### src/design/ssstat_pkg.sv
// ----------------------------------------------------------------------------
// ssstat_pkg
// Shared types and constants for the sample set statistics block.
// ----------------------------------------------------------------------------
package ssstat_pkg;

   localparam int MAX_SAMPLES = 65536;   // largest set; a set holds 1 .. 65536 words
   localparam int SAMPLE_W    = 16;
   localparam int COUNT_W     = 17;
   localparam int SUM_W       = 33;
   localparam int SUMSQ_W     = 47;
   localparam int VAR_W       = 31;

   localparam logic [COUNT_W-1:0] MAX_COUNT = COUNT_W'(MAX_SAMPLES);

   localparam int QUEUE_DEPTH = 2;
   localparam int QPTR_W      = $clog2(QUEUE_DEPTH);

   // one finished set, as handed from the accumulator to the finalizer
   typedef struct packed {
      logic signed [SUM_W-1:0]    sum;
      logic        [SUMSQ_W-1:0]  sumsq;
      logic signed [SAMPLE_W-1:0] min_val;
      logic signed [SAMPLE_W-1:0] max_val;
      logic        [COUNT_W-1:0]  count;
      logic                       dropped;
   } set_rec_type;

   typedef struct packed {
      logic full;
      logic empty;
   } queue_status_type;

   typedef enum logic [2:0] {
      BK_IDLE,
      BK_MUL,
      BK_DIV_MEAN,
      BK_DIV_VAR,
      BK_DONE
   } back_state_type;

endpackage

### src/design/ssstat_front.sv
// ----------------------------------------------------------------------------
// ssstat_front
// Accumulates sum, sum of squares, min, max and count, one word per cycle
// while accept is high; pushes the finished set record on the last word.
// ----------------------------------------------------------------------------
module ssstat_front
   import ssstat_pkg::*;
(
   input  logic                       clock,
   input  logic                       reset,
   input  logic                       accept,
   input  logic signed [SAMPLE_W-1:0] sample,
   input  logic                       last,
   output logic                       push,
   output set_rec_type                push_rec
);

   logic signed [SUM_W-1:0]    sum_ff,   sum_in;
   logic        [SUMSQ_W-1:0]  sumsq_ff, sumsq_in;
   logic signed [SAMPLE_W-1:0] min_ff,   min_in;
   logic signed [SAMPLE_W-1:0] max_ff,   max_in;
   logic        [COUNT_W-1:0]  count_ff, count_in;
   logic                       drop_ff,  drop_in;

   logic        [2*SAMPLE_W-1:0] square;
   set_rec_type                  nxt;

   // operands widened first so the product keeps all 31 magnitude bits
   assign square = 32'(sample) * 32'(sample);

   always_comb begin
      nxt.sum     = sum_ff;
      nxt.sumsq   = sumsq_ff;
      nxt.min_val = min_ff;
      nxt.max_val = max_ff;
      nxt.count   = count_ff;
      nxt.dropped = drop_ff;
      if (count_ff < MAX_COUNT) begin
         nxt.sum     = sum_ff + SUM_W'(sample);
         nxt.sumsq   = sumsq_ff + SUMSQ_W'(square);
         nxt.min_val = (sample < min_ff) ? sample : min_ff;
         nxt.max_val = (sample > max_ff) ? sample : max_ff;
         nxt.count   = count_ff + COUNT_W'(1);
      end else begin
         nxt.dropped = 1'b1;
      end

      push     = accept && last;
      push_rec = nxt;

      sum_in   = sum_ff;
      sumsq_in = sumsq_ff;
      min_in   = min_ff;
      max_in   = max_ff;
      count_in = count_ff;
      drop_in  = drop_ff;
      if (accept) begin
         if (last) begin
            sum_in   = '0;
            sumsq_in = '0;
            min_in   = 16'sh7fff;
            max_in   = 16'sh8000;
            count_in = '0;
            drop_in  = 1'b0;
         end else begin
            sum_in   = nxt.sum;
            sumsq_in = nxt.sumsq;
            min_in   = nxt.min_val;
            max_in   = nxt.max_val;
            count_in = nxt.count;
            drop_in  = nxt.dropped;
         end
      end
   end

   always_ff @(posedge clock) begin
      if (reset) begin
         sum_ff   <= '0;
         sumsq_ff <= '0;
         min_ff   <= 16'sh7fff;
         max_ff   <= 16'sh8000;
         count_ff <= '0;
         drop_ff  <= 1'b0;
      end else begin
         sum_ff   <= sum_in;
         sumsq_ff <= sumsq_in;
         min_ff   <= min_in;
         max_ff   <= max_in;
         count_ff <= count_in;
         drop_ff  <= drop_in;
      end
   end

endmodule

### src/design/ssstat_queue.sv
// ----------------------------------------------------------------------------
// ssstat_queue
// Short queue of finished set records between accumulator and finalizer.
// ----------------------------------------------------------------------------
module ssstat_queue
   import ssstat_pkg::*;
(
   input  logic             clock,
   input  logic             reset,
   input  logic             push,
   input  set_rec_type      push_rec,
   input  logic             pop,
   output set_rec_type      head_rec,
   output queue_status_type status
);

   set_rec_type        mem [QUEUE_DEPTH];
   logic [QPTR_W-1:0]  wr_ptr_ff, wr_ptr_in;
   logic [QPTR_W-1:0]  rd_ptr_ff, rd_ptr_in;
   logic [QPTR_W:0]    fill_ff,   fill_in;

   always_comb begin
      wr_ptr_in = push ? wr_ptr_ff + QPTR_W'(1) : wr_ptr_ff;
      rd_ptr_in = pop  ? rd_ptr_ff + QPTR_W'(1) : rd_ptr_ff;
      fill_in   = fill_ff;
      if (push && !pop) begin
         fill_in = fill_ff + (QPTR_W+1)'(1);
      end else if (pop && !push) begin
         fill_in = fill_ff - (QPTR_W+1)'(1);
      end
      status.full  = (fill_ff == (QPTR_W+1)'(QUEUE_DEPTH));
      status.empty = (fill_ff == '0);
      head_rec     = mem[rd_ptr_ff];
   end

   always_ff @(posedge clock) begin
      if (push) begin
         mem[wr_ptr_ff] <= push_rec;
      end
   end

   always_ff @(posedge clock) begin
      if (reset) begin
         wr_ptr_ff <= '0;
         rd_ptr_ff <= '0;
         fill_ff   <= '0;
      end else begin
         wr_ptr_ff <= wr_ptr_in;
         rd_ptr_ff <= rd_ptr_in;
         fill_ff   <= fill_in;
      end
   end

endmodule

### src/design/ssstat_back.sv
// ----------------------------------------------------------------------------
// ssstat_back
// Finalizer: one shared 32x32 multiplier builds n*sumsq - sum^2 and n^2,
// one radix-2 divider gives the mean and the variance, then the result
// word is held in the output register.
// ----------------------------------------------------------------------------
module ssstat_back
   import ssstat_pkg::*;
(
   input  logic                       clock,
   input  logic                       reset,
   input  set_rec_type                head_rec,
   input  queue_status_type           q_status,
   output logic                       pop,
   output logic                       rsp_valid,
   input  logic                       rsp_stall,
   output logic signed [SAMPLE_W-1:0] rsp_mean,
   output logic signed [SAMPLE_W-1:0] rsp_minimum,
   output logic signed [SAMPLE_W-1:0] rsp_maximum,
   output logic        [VAR_W-1:0]    rsp_variance,
   output logic        [COUNT_W-1:0]  rsp_sample_count,
   output logic                       rsp_overflow
);

   back_state_type state_ff, state_in;

   set_rec_type          rec_ff,   rec_in;
   logic [31:0]          abs_ff,   abs_in;
   logic [2:0]           step_ff,  step_in;
   logic [63:0]          prod_ff,  prod_in;
   logic [63:0]          acc_ff,   acc_in;
   logic [32:0]          nsq_ff,   nsq_in;
   logic [32:0]          dvs_ff,   dvs_in;
   logic [32:0]          rem_ff,   rem_in;
   logic [63:0]          quo_ff,   quo_in;
   logic [5:0]           cnt_ff,   cnt_in;
   logic signed [SAMPLE_W-1:0] mean_ff, mean_in;

   logic                       out_valid_ff, out_valid_in;
   logic signed [SAMPLE_W-1:0] out_mean_ff,  out_mean_in;
   logic signed [SAMPLE_W-1:0] out_min_ff,   out_min_in;
   logic signed [SAMPLE_W-1:0] out_max_ff,   out_max_in;
   logic        [VAR_W-1:0]    out_var_ff,   out_var_in;
   logic        [COUNT_W-1:0]  out_cnt_ff,   out_cnt_in;
   logic                       out_ovf_ff,   out_ovf_in;

   logic [31:0] mul_a, mul_b;
   logic [33:0] trial;
   logic        fits;
   logic [32:0] rem_step;
   logic [63:0] quo_step;
   logic [16:0] mean_mag;
   logic        out_free;

   // shared multiplier operands follow the step
   always_comb begin
      unique case (step_ff)
         3'd0:    begin mul_a = 32'(rec_ff.count); mul_b = 32'(rec_ff.sumsq[23:0]);  end
         3'd1:    begin mul_a = 32'(rec_ff.count); mul_b = 32'(rec_ff.sumsq[46:24]); end
         3'd2:    begin mul_a = abs_ff;            mul_b = abs_ff;                    end
         default: begin mul_a = 32'(rec_ff.count); mul_b = 32'(rec_ff.count);       end
      endcase
   end

   // one restoring divide step
   always_comb begin
      trial    = {rem_ff, quo_ff[63]};
      fits     = (trial >= {1'b0, dvs_ff});
      rem_step = fits ? 33'(trial - {1'b0, dvs_ff}) : trial[32:0];
      quo_step = {quo_ff[62:0], fits};
      mean_mag = quo_step[16:0];
   end

   assign out_free = !out_valid_ff || !rsp_stall;

   always_comb begin
      state_in = state_ff;
      rec_in   = rec_ff;
      abs_in   = abs_ff;
      step_in  = step_ff;
      prod_in  = mul_a * mul_b;
      acc_in   = acc_ff;
      nsq_in   = nsq_ff;
      dvs_in   = dvs_ff;
      rem_in   = rem_ff;
      quo_in   = quo_ff;
      cnt_in   = cnt_ff;
      mean_in  = mean_ff;
      pop      = 1'b0;

      out_valid_in = out_valid_ff && rsp_stall;
      out_mean_in  = out_mean_ff;
      out_min_in   = out_min_ff;
      out_max_in   = out_max_ff;
      out_var_in   = out_var_ff;
      out_cnt_in   = out_cnt_ff;
      out_ovf_in   = out_ovf_ff;

      unique case (state_ff)
         BK_IDLE: begin
            if (!q_status.empty) begin
               pop      = 1'b1;
               rec_in   = head_rec;
               abs_in   = head_rec.sum[SUM_W-1] ? 32'(-head_rec.sum) : 32'(head_rec.sum);
               step_in  = 3'd0;
               state_in = BK_MUL;
            end
         end
         BK_MUL: begin
            step_in = step_ff + 3'd1;
            unique case (step_ff)
               3'd0: ;
               3'd1: acc_in = prod_ff;
               3'd2: acc_in = acc_ff + {prod_ff[39:0], 24'b0};
               3'd3: acc_in = acc_ff - prod_ff;
               default: begin
                  nsq_in   = prod_ff[32:0];
                  dvs_in   = 33'(rec_ff.count);
                  rem_in   = '0;
                  quo_in   = {abs_ff, 32'b0};
                  cnt_in   = 6'd31;
                  state_in = BK_DIV_MEAN;
               end
            endcase
         end
         BK_DIV_MEAN: begin
            rem_in = rem_step;
            quo_in = quo_step;
            cnt_in = cnt_ff - 6'd1;
            if (cnt_ff == '0) begin
               mean_in  = rec_ff.sum[SUM_W-1] ? SAMPLE_W'(-mean_mag) : SAMPLE_W'(mean_mag);
               dvs_in   = nsq_ff;
               rem_in   = '0;
               quo_in   = acc_ff;
               cnt_in   = 6'd63;
               state_in = BK_DIV_VAR;
            end
         end
         BK_DIV_VAR: begin
            rem_in = rem_step;
            quo_in = quo_step;
            cnt_in = cnt_ff - 6'd1;
            if (cnt_ff == '0) begin
               state_in = BK_DONE;
            end
         end
         BK_DONE: begin
            if (out_free) begin
               out_valid_in = 1'b1;
               out_mean_in  = mean_ff;
               out_min_in   = rec_ff.min_val;
               out_max_in   = rec_ff.max_val;
               out_var_in   = quo_ff[VAR_W-1:0];
               out_cnt_in   = rec_ff.count;
               out_ovf_in   = rec_ff.dropped;
               state_in     = BK_IDLE;
            end
         end
         default: state_in = BK_IDLE;
      endcase
   end

   always_ff @(posedge clock) begin
      if (reset) begin
         state_ff     <= BK_IDLE;
         out_valid_ff <= 1'b0;
      end else begin
         state_ff     <= state_in;
         out_valid_ff <= out_valid_in;
      end
   end

   always_ff @(posedge clock) begin
      rec_ff      <= rec_in;
      abs_ff      <= abs_in;
      step_ff     <= step_in;
      prod_ff     <= prod_in;
      acc_ff      <= acc_in;
      nsq_ff      <= nsq_in;
      dvs_ff      <= dvs_in;
      rem_ff      <= rem_in;
      quo_ff      <= quo_in;
      cnt_ff      <= cnt_in;
      mean_ff     <= mean_in;
      out_mean_ff <= out_mean_in;
      out_min_ff  <= out_min_in;
      out_max_ff  <= out_max_in;
      out_var_ff  <= out_var_in;
      out_cnt_ff  <= out_cnt_in;
      out_ovf_ff  <= out_ovf_in;
   end

   assign rsp_valid        = out_valid_ff;
   assign rsp_mean         = out_mean_ff;
   assign rsp_minimum      = out_min_ff;
   assign rsp_maximum      = out_max_ff;
   assign rsp_variance     = out_var_ff;
   assign rsp_sample_count = out_cnt_ff;
   assign rsp_overflow     = out_ovf_ff;

endmodule

### src/design/sample_set_statistics.sv
// ----------------------------------------------------------------------------
// sample_set_statistics
// Count, min, max, mean and population variance over sets of Q1.15 words.
// ----------------------------------------------------------------------------
// Input words are taken one per cycle unless req_stall is high; the
// accumulator adds, squares and compares each word in the cycle it is
// accepted. The word marked last closes the set and its totals move into
// a two-entry queue. The finalizer loads the record, forms its products
// on the shared 32x32 multiplier, runs 32 divide steps for the mean and
// 64 for the variance and hands the result to the output register. Sets
// that outlast this work never stall while rsp_stall is low; a run of
// shorter sets stalls the input once both queue entries wait. Words past
// 65536 in one set are dropped and reported through rsp_overflow.
module sample_set_statistics
   import ssstat_pkg::*;
(
   input  logic                       clock,
   input  logic                       reset,
   input  logic                       req_valid,
   output logic                       req_stall,
   input  logic signed [SAMPLE_W-1:0] req_sample,
   input  logic                       req_last,
   output logic                       rsp_valid,
   input  logic                       rsp_stall,
   output logic signed [SAMPLE_W-1:0] rsp_mean,
   output logic signed [SAMPLE_W-1:0] rsp_minimum,
   output logic signed [SAMPLE_W-1:0] rsp_maximum,
   output logic        [VAR_W-1:0]    rsp_variance,
   output logic        [COUNT_W-1:0]  rsp_sample_count,
   output logic                       rsp_overflow
);

   queue_status_type q_status;
   set_rec_type      push_rec;
   set_rec_type      head_rec;
   logic             push;
   logic             pop;
   logic             accept;

   assign req_stall = q_status.full;
   assign accept    = req_valid && !req_stall;

   ssstat_front u_front (
      .clock    (clock),
      .reset    (reset),
      .accept   (accept),
      .sample   (req_sample),
      .last     (req_last),
      .push     (push),
      .push_rec (push_rec)
   );

   ssstat_queue u_queue (
      .clock    (clock),
      .reset    (reset),
      .push     (push),
      .push_rec (push_rec),
      .pop      (pop),
      .head_rec (head_rec),
      .status   (q_status)
   );

   ssstat_back u_back (
      .clock            (clock),
      .reset            (reset),
      .head_rec         (head_rec),
      .q_status         (q_status),
      .pop              (pop),
      .rsp_valid        (rsp_valid),
      .rsp_stall        (rsp_stall),
      .rsp_mean         (rsp_mean),
      .rsp_minimum      (rsp_minimum),
      .rsp_maximum      (rsp_maximum),
      .rsp_variance     (rsp_variance),
      .rsp_sample_count (rsp_sample_count),
      .rsp_overflow     (rsp_overflow)
   );

endmodule

### config.mk
export PLATFORM = sky130hd
export DESIGN_NAME = sample_set_statistics
export DESIGN_NICKNAME = d
export VERILOG_FILES = /design/src/design/ssstat_pkg.sv /design/src/design/ssstat_front.sv /design/src/design/ssstat_queue.sv /design/src/design/ssstat_back.sv /design/src/design/sample_set_statistics.sv
export SDC_FILE = /design/constraint.sdc
export NUM_CORES = 2
export LEC_CHECK = 0
export ABC_AREA = 1
export BUFFER_PORTS_ARGS = -buffer_cell sky130_fd_sc_hd__buf_2
export CORE_MARGIN = 3
export CORE_UTILIZATION = 35
export DETAILED_ROUTE_END_ITERATION = 6
export GPL_TIMING_DRIVEN = 0
export SLEW_MARGIN = 0
export SYNTH_ARGS = -nofsm -noshare
export SYNTH_HDL_FRONTEND = slang
export SYNTH_SLANG_ARGS = --single-unit
### constraint.sdc
create_clock -name clock -period 26.8 [get_ports clock]
set_clock_uncertainty 0.15 [all_clocks]
set_input_delay 2.68 -clock clock [delete_from_list [all_inputs] [get_ports clock]]
set_output_delay 2.68 -clock clock [all_outputs]
set_load 0.02 [all_outputs]
==> metrics.txt <==
CTS H-Tree Depth 3; Synth top area share about a quarter; ratio of cells with drive above 1 in the final layout 4.25%; gp weighted congestion slightly above 1; Post-DP HPWL approximately 300000 um; final instance area ~100000 um2; Final #Nets 13700; port bufs 118; max_cap viols 0; WS Path Type in2reg; Slew Limit Fails 0; final hold violation count 0; largest net degree at the start of global routing 59; via count a little under 80000; residual DRC count 0; Row Count 190; Final Util just under 40%; Startpoint Class input pin; clock slew at reported path FFs ~60 ps; fill cell count 27900; Worst path max stage delay roughly 770 ps; Synth Instances 11700; crit end category flop; crit path max fanout 23; Setup violations, final 0; worst-margin pin slew around 1400 ps; global-route wire length before repair just over 500000 um; count of cell types in the netlist approximately 70; syn nets around 13000; total gr overflow 0; Warnings, synthesis 0; most common cell after layout, fill and taps aside nand2_1; initial antenna violation count 13; Routed WL 352000 um; die area between 200000 and 300000 um2; Avg Cell Area, Syn between 8 and 9 um2; synth top area cells fa_1, edfxtp_1, nand2_1; predominant post-synthesis flop cell edfxtp_1; setup repair after global routing missed its margin no; Area growth syn-to-layout 9.41%; WL per Instance around 23 um; synthesized cell area 95300 um2; Clock Sinks ~940; area leader, netlist fa_1; Max clock buf depth 3; most frequent cells in the layout nand2_1, inv_1, fa_1; Die Height about 530 um; Core ar. 269000 um2; ANT nets after route 0; WP data required approximately 27000 ps; Root Driver clkbuf_16; Arrival @ worst endpoint about 12000 ps; Slew HR about 8.4%; instance area after placement roughly 100000 um2; DRT Pass-1 Iters 6; Post-CTS Hold Fix Bufs 0; vias in the first global route about 79000; post_cts resized 0; fmax roughly 0.084 GHz; Final TNS setup 0 ps; crit path time final between 10000 and 15000 ps; GRT Overall Usage 25.0%; Tcrit/Tclk final between 40 and 50%; Async SR Flop Fraction 0%; worst hold path type reg2reg; register area share after synthesis ~28%; # Post-CTS Setup Buffers 0; drt initial violations 7319; I/O Pins 120; width of the die between 500 and 600 um; clk_lat worst skew 810 ps; CTS tree yes; Synth Register Bits around 940; Initial Util 35.4%; vias per cell 5.09; outcome completed; Slowest cell on crit path clkbuf_1; EDFF count, synth ~740; Num CTS Buffers 101; CP dominant cell by count fa_1
per-layer routing:
| metal | GRT usage, % | share of wire, % |
|---|---|---|
| met3 | 4.62 | 7.7 |
| met4 | 13.9 | 6.8 |
| met1 | 30.5 | 39 |
| met2 | 41.5 | 46 |
| met5 | 0 | 0.014 |
through the flow:
step / hold slack, ps / cells / worst slack (ps)
5_1_grt: 261 / 15600 / 14440
3_3_place_gp: 251 / 15400 / 13280
6_report: 262 / 15600 / 14850
3_5_place_dp: 255 / 15400 / 14180
4_1_cts: 263 / 15600 / 14980
2_1_floorplan: 250 / 11700 / 17110
flip-flops by register name, summed over array words and instances, names as in the netlist, 3 cells and up, named ones only:
signal / cells
u_back.abs_ff: 32
u_back.acc_ff: 64
u_back.cnt_ff: 6
u_back.dvs_ff: 33
u_back.mean_ff: 16
u_back.nsq_ff: 33
u_back.prod_ff: 64
u_back.quo_ff: 64
u_back.rec_ff: 98
u_back.rem_ff: 33
u_back.rsp_maximum: 16
u_back.rsp_mean: 16
u_back.rsp_minimum: 16
u_back.rsp_sample_count: 17
u_back.rsp_variance: 31
u_back.state_ff: 3
u_back.step_ff: 3
u_front.count_ff: 17
u_front.max_ff: 16
u_front.min_ff: 16
u_front.sum_ff: 33
u_front.sumsq_ff: 47
u_queue.mem: 260
cell families (layout without fill, tap and decap cells):
group,Yosys count,count (layout),synth area share (%)
compound gates,1332,1332,7.73
xor+xnor,182,182,1.67
fa+ha+maj,1736,1736,31.7
buf+inv,2783,3116,11.1
flops,942,942,27.5
mux,13,13,0.151
other cells,1,14,0.00393
simple gates,4715,4715,20.0
worst paths after layout:
check,slack (ps),depth (start not counted),startpoint,to
setup / recovery,14850,31,req_sample[15],u_queue.mem[0][83]
hold / removal,260,0,u_back.rec_ff[42],u_back.rsp_minimum[8]
setup reg to reg,15930,29,u_back.step_ff[0],u_back.prod_ff[44]
hold reg to reg,260,0,u_back.rec_ff[42],u_back.rsp_minimum[8]
final cells by class:
type,instances,area (um2),area share (%)
well taps,3552,4440,4.26
multi-input cells,7979,58500,56.1
plain buffers,346,1450,1.39
clock inverters,57,628,0.602
inverters,2437,9150,8.77
clock buffers,134,2730,2.62
diodes,13,32.5,0.0312
flip-flops and latches,942,26300,25.2
repair buffers,142,1060,1.02
cells in the mapped netlist, drive strengths merged, types with 9 or more instances:
library cell	n
a21boi	20
a21o	34
a21oi	600
a22o	16
a31oi	56
and2	37
buf	110
clkbuf	236
clkinv	19
dfxtp	203
edfxtp	739
fa	1137
ha	599
inv	2418
nand2	2842
nand3	434
nand3b	31
nand4	94
nor2	1120
nor3	83
nor4	19
o211ai	18
o21a	14
o21ai	486
o21bai	41
o22ai	9
or2	46
xnor2	58
xor2	124
worst max-delay path, delay by kind of cell:
family	cells	cell delay (ps)
AND/OR/NAND/NOR	7	1150
AO/OA/AOI/OAI	7	1490
XOR/XNOR	1	390
adder cells (fa/ha/maj)	8	3760
buffers and inverters	8	2740
Power is left out: the tool's default activity adds up to more than one toggle a clock period on the data nets, which glitch-free logic cannot reach.
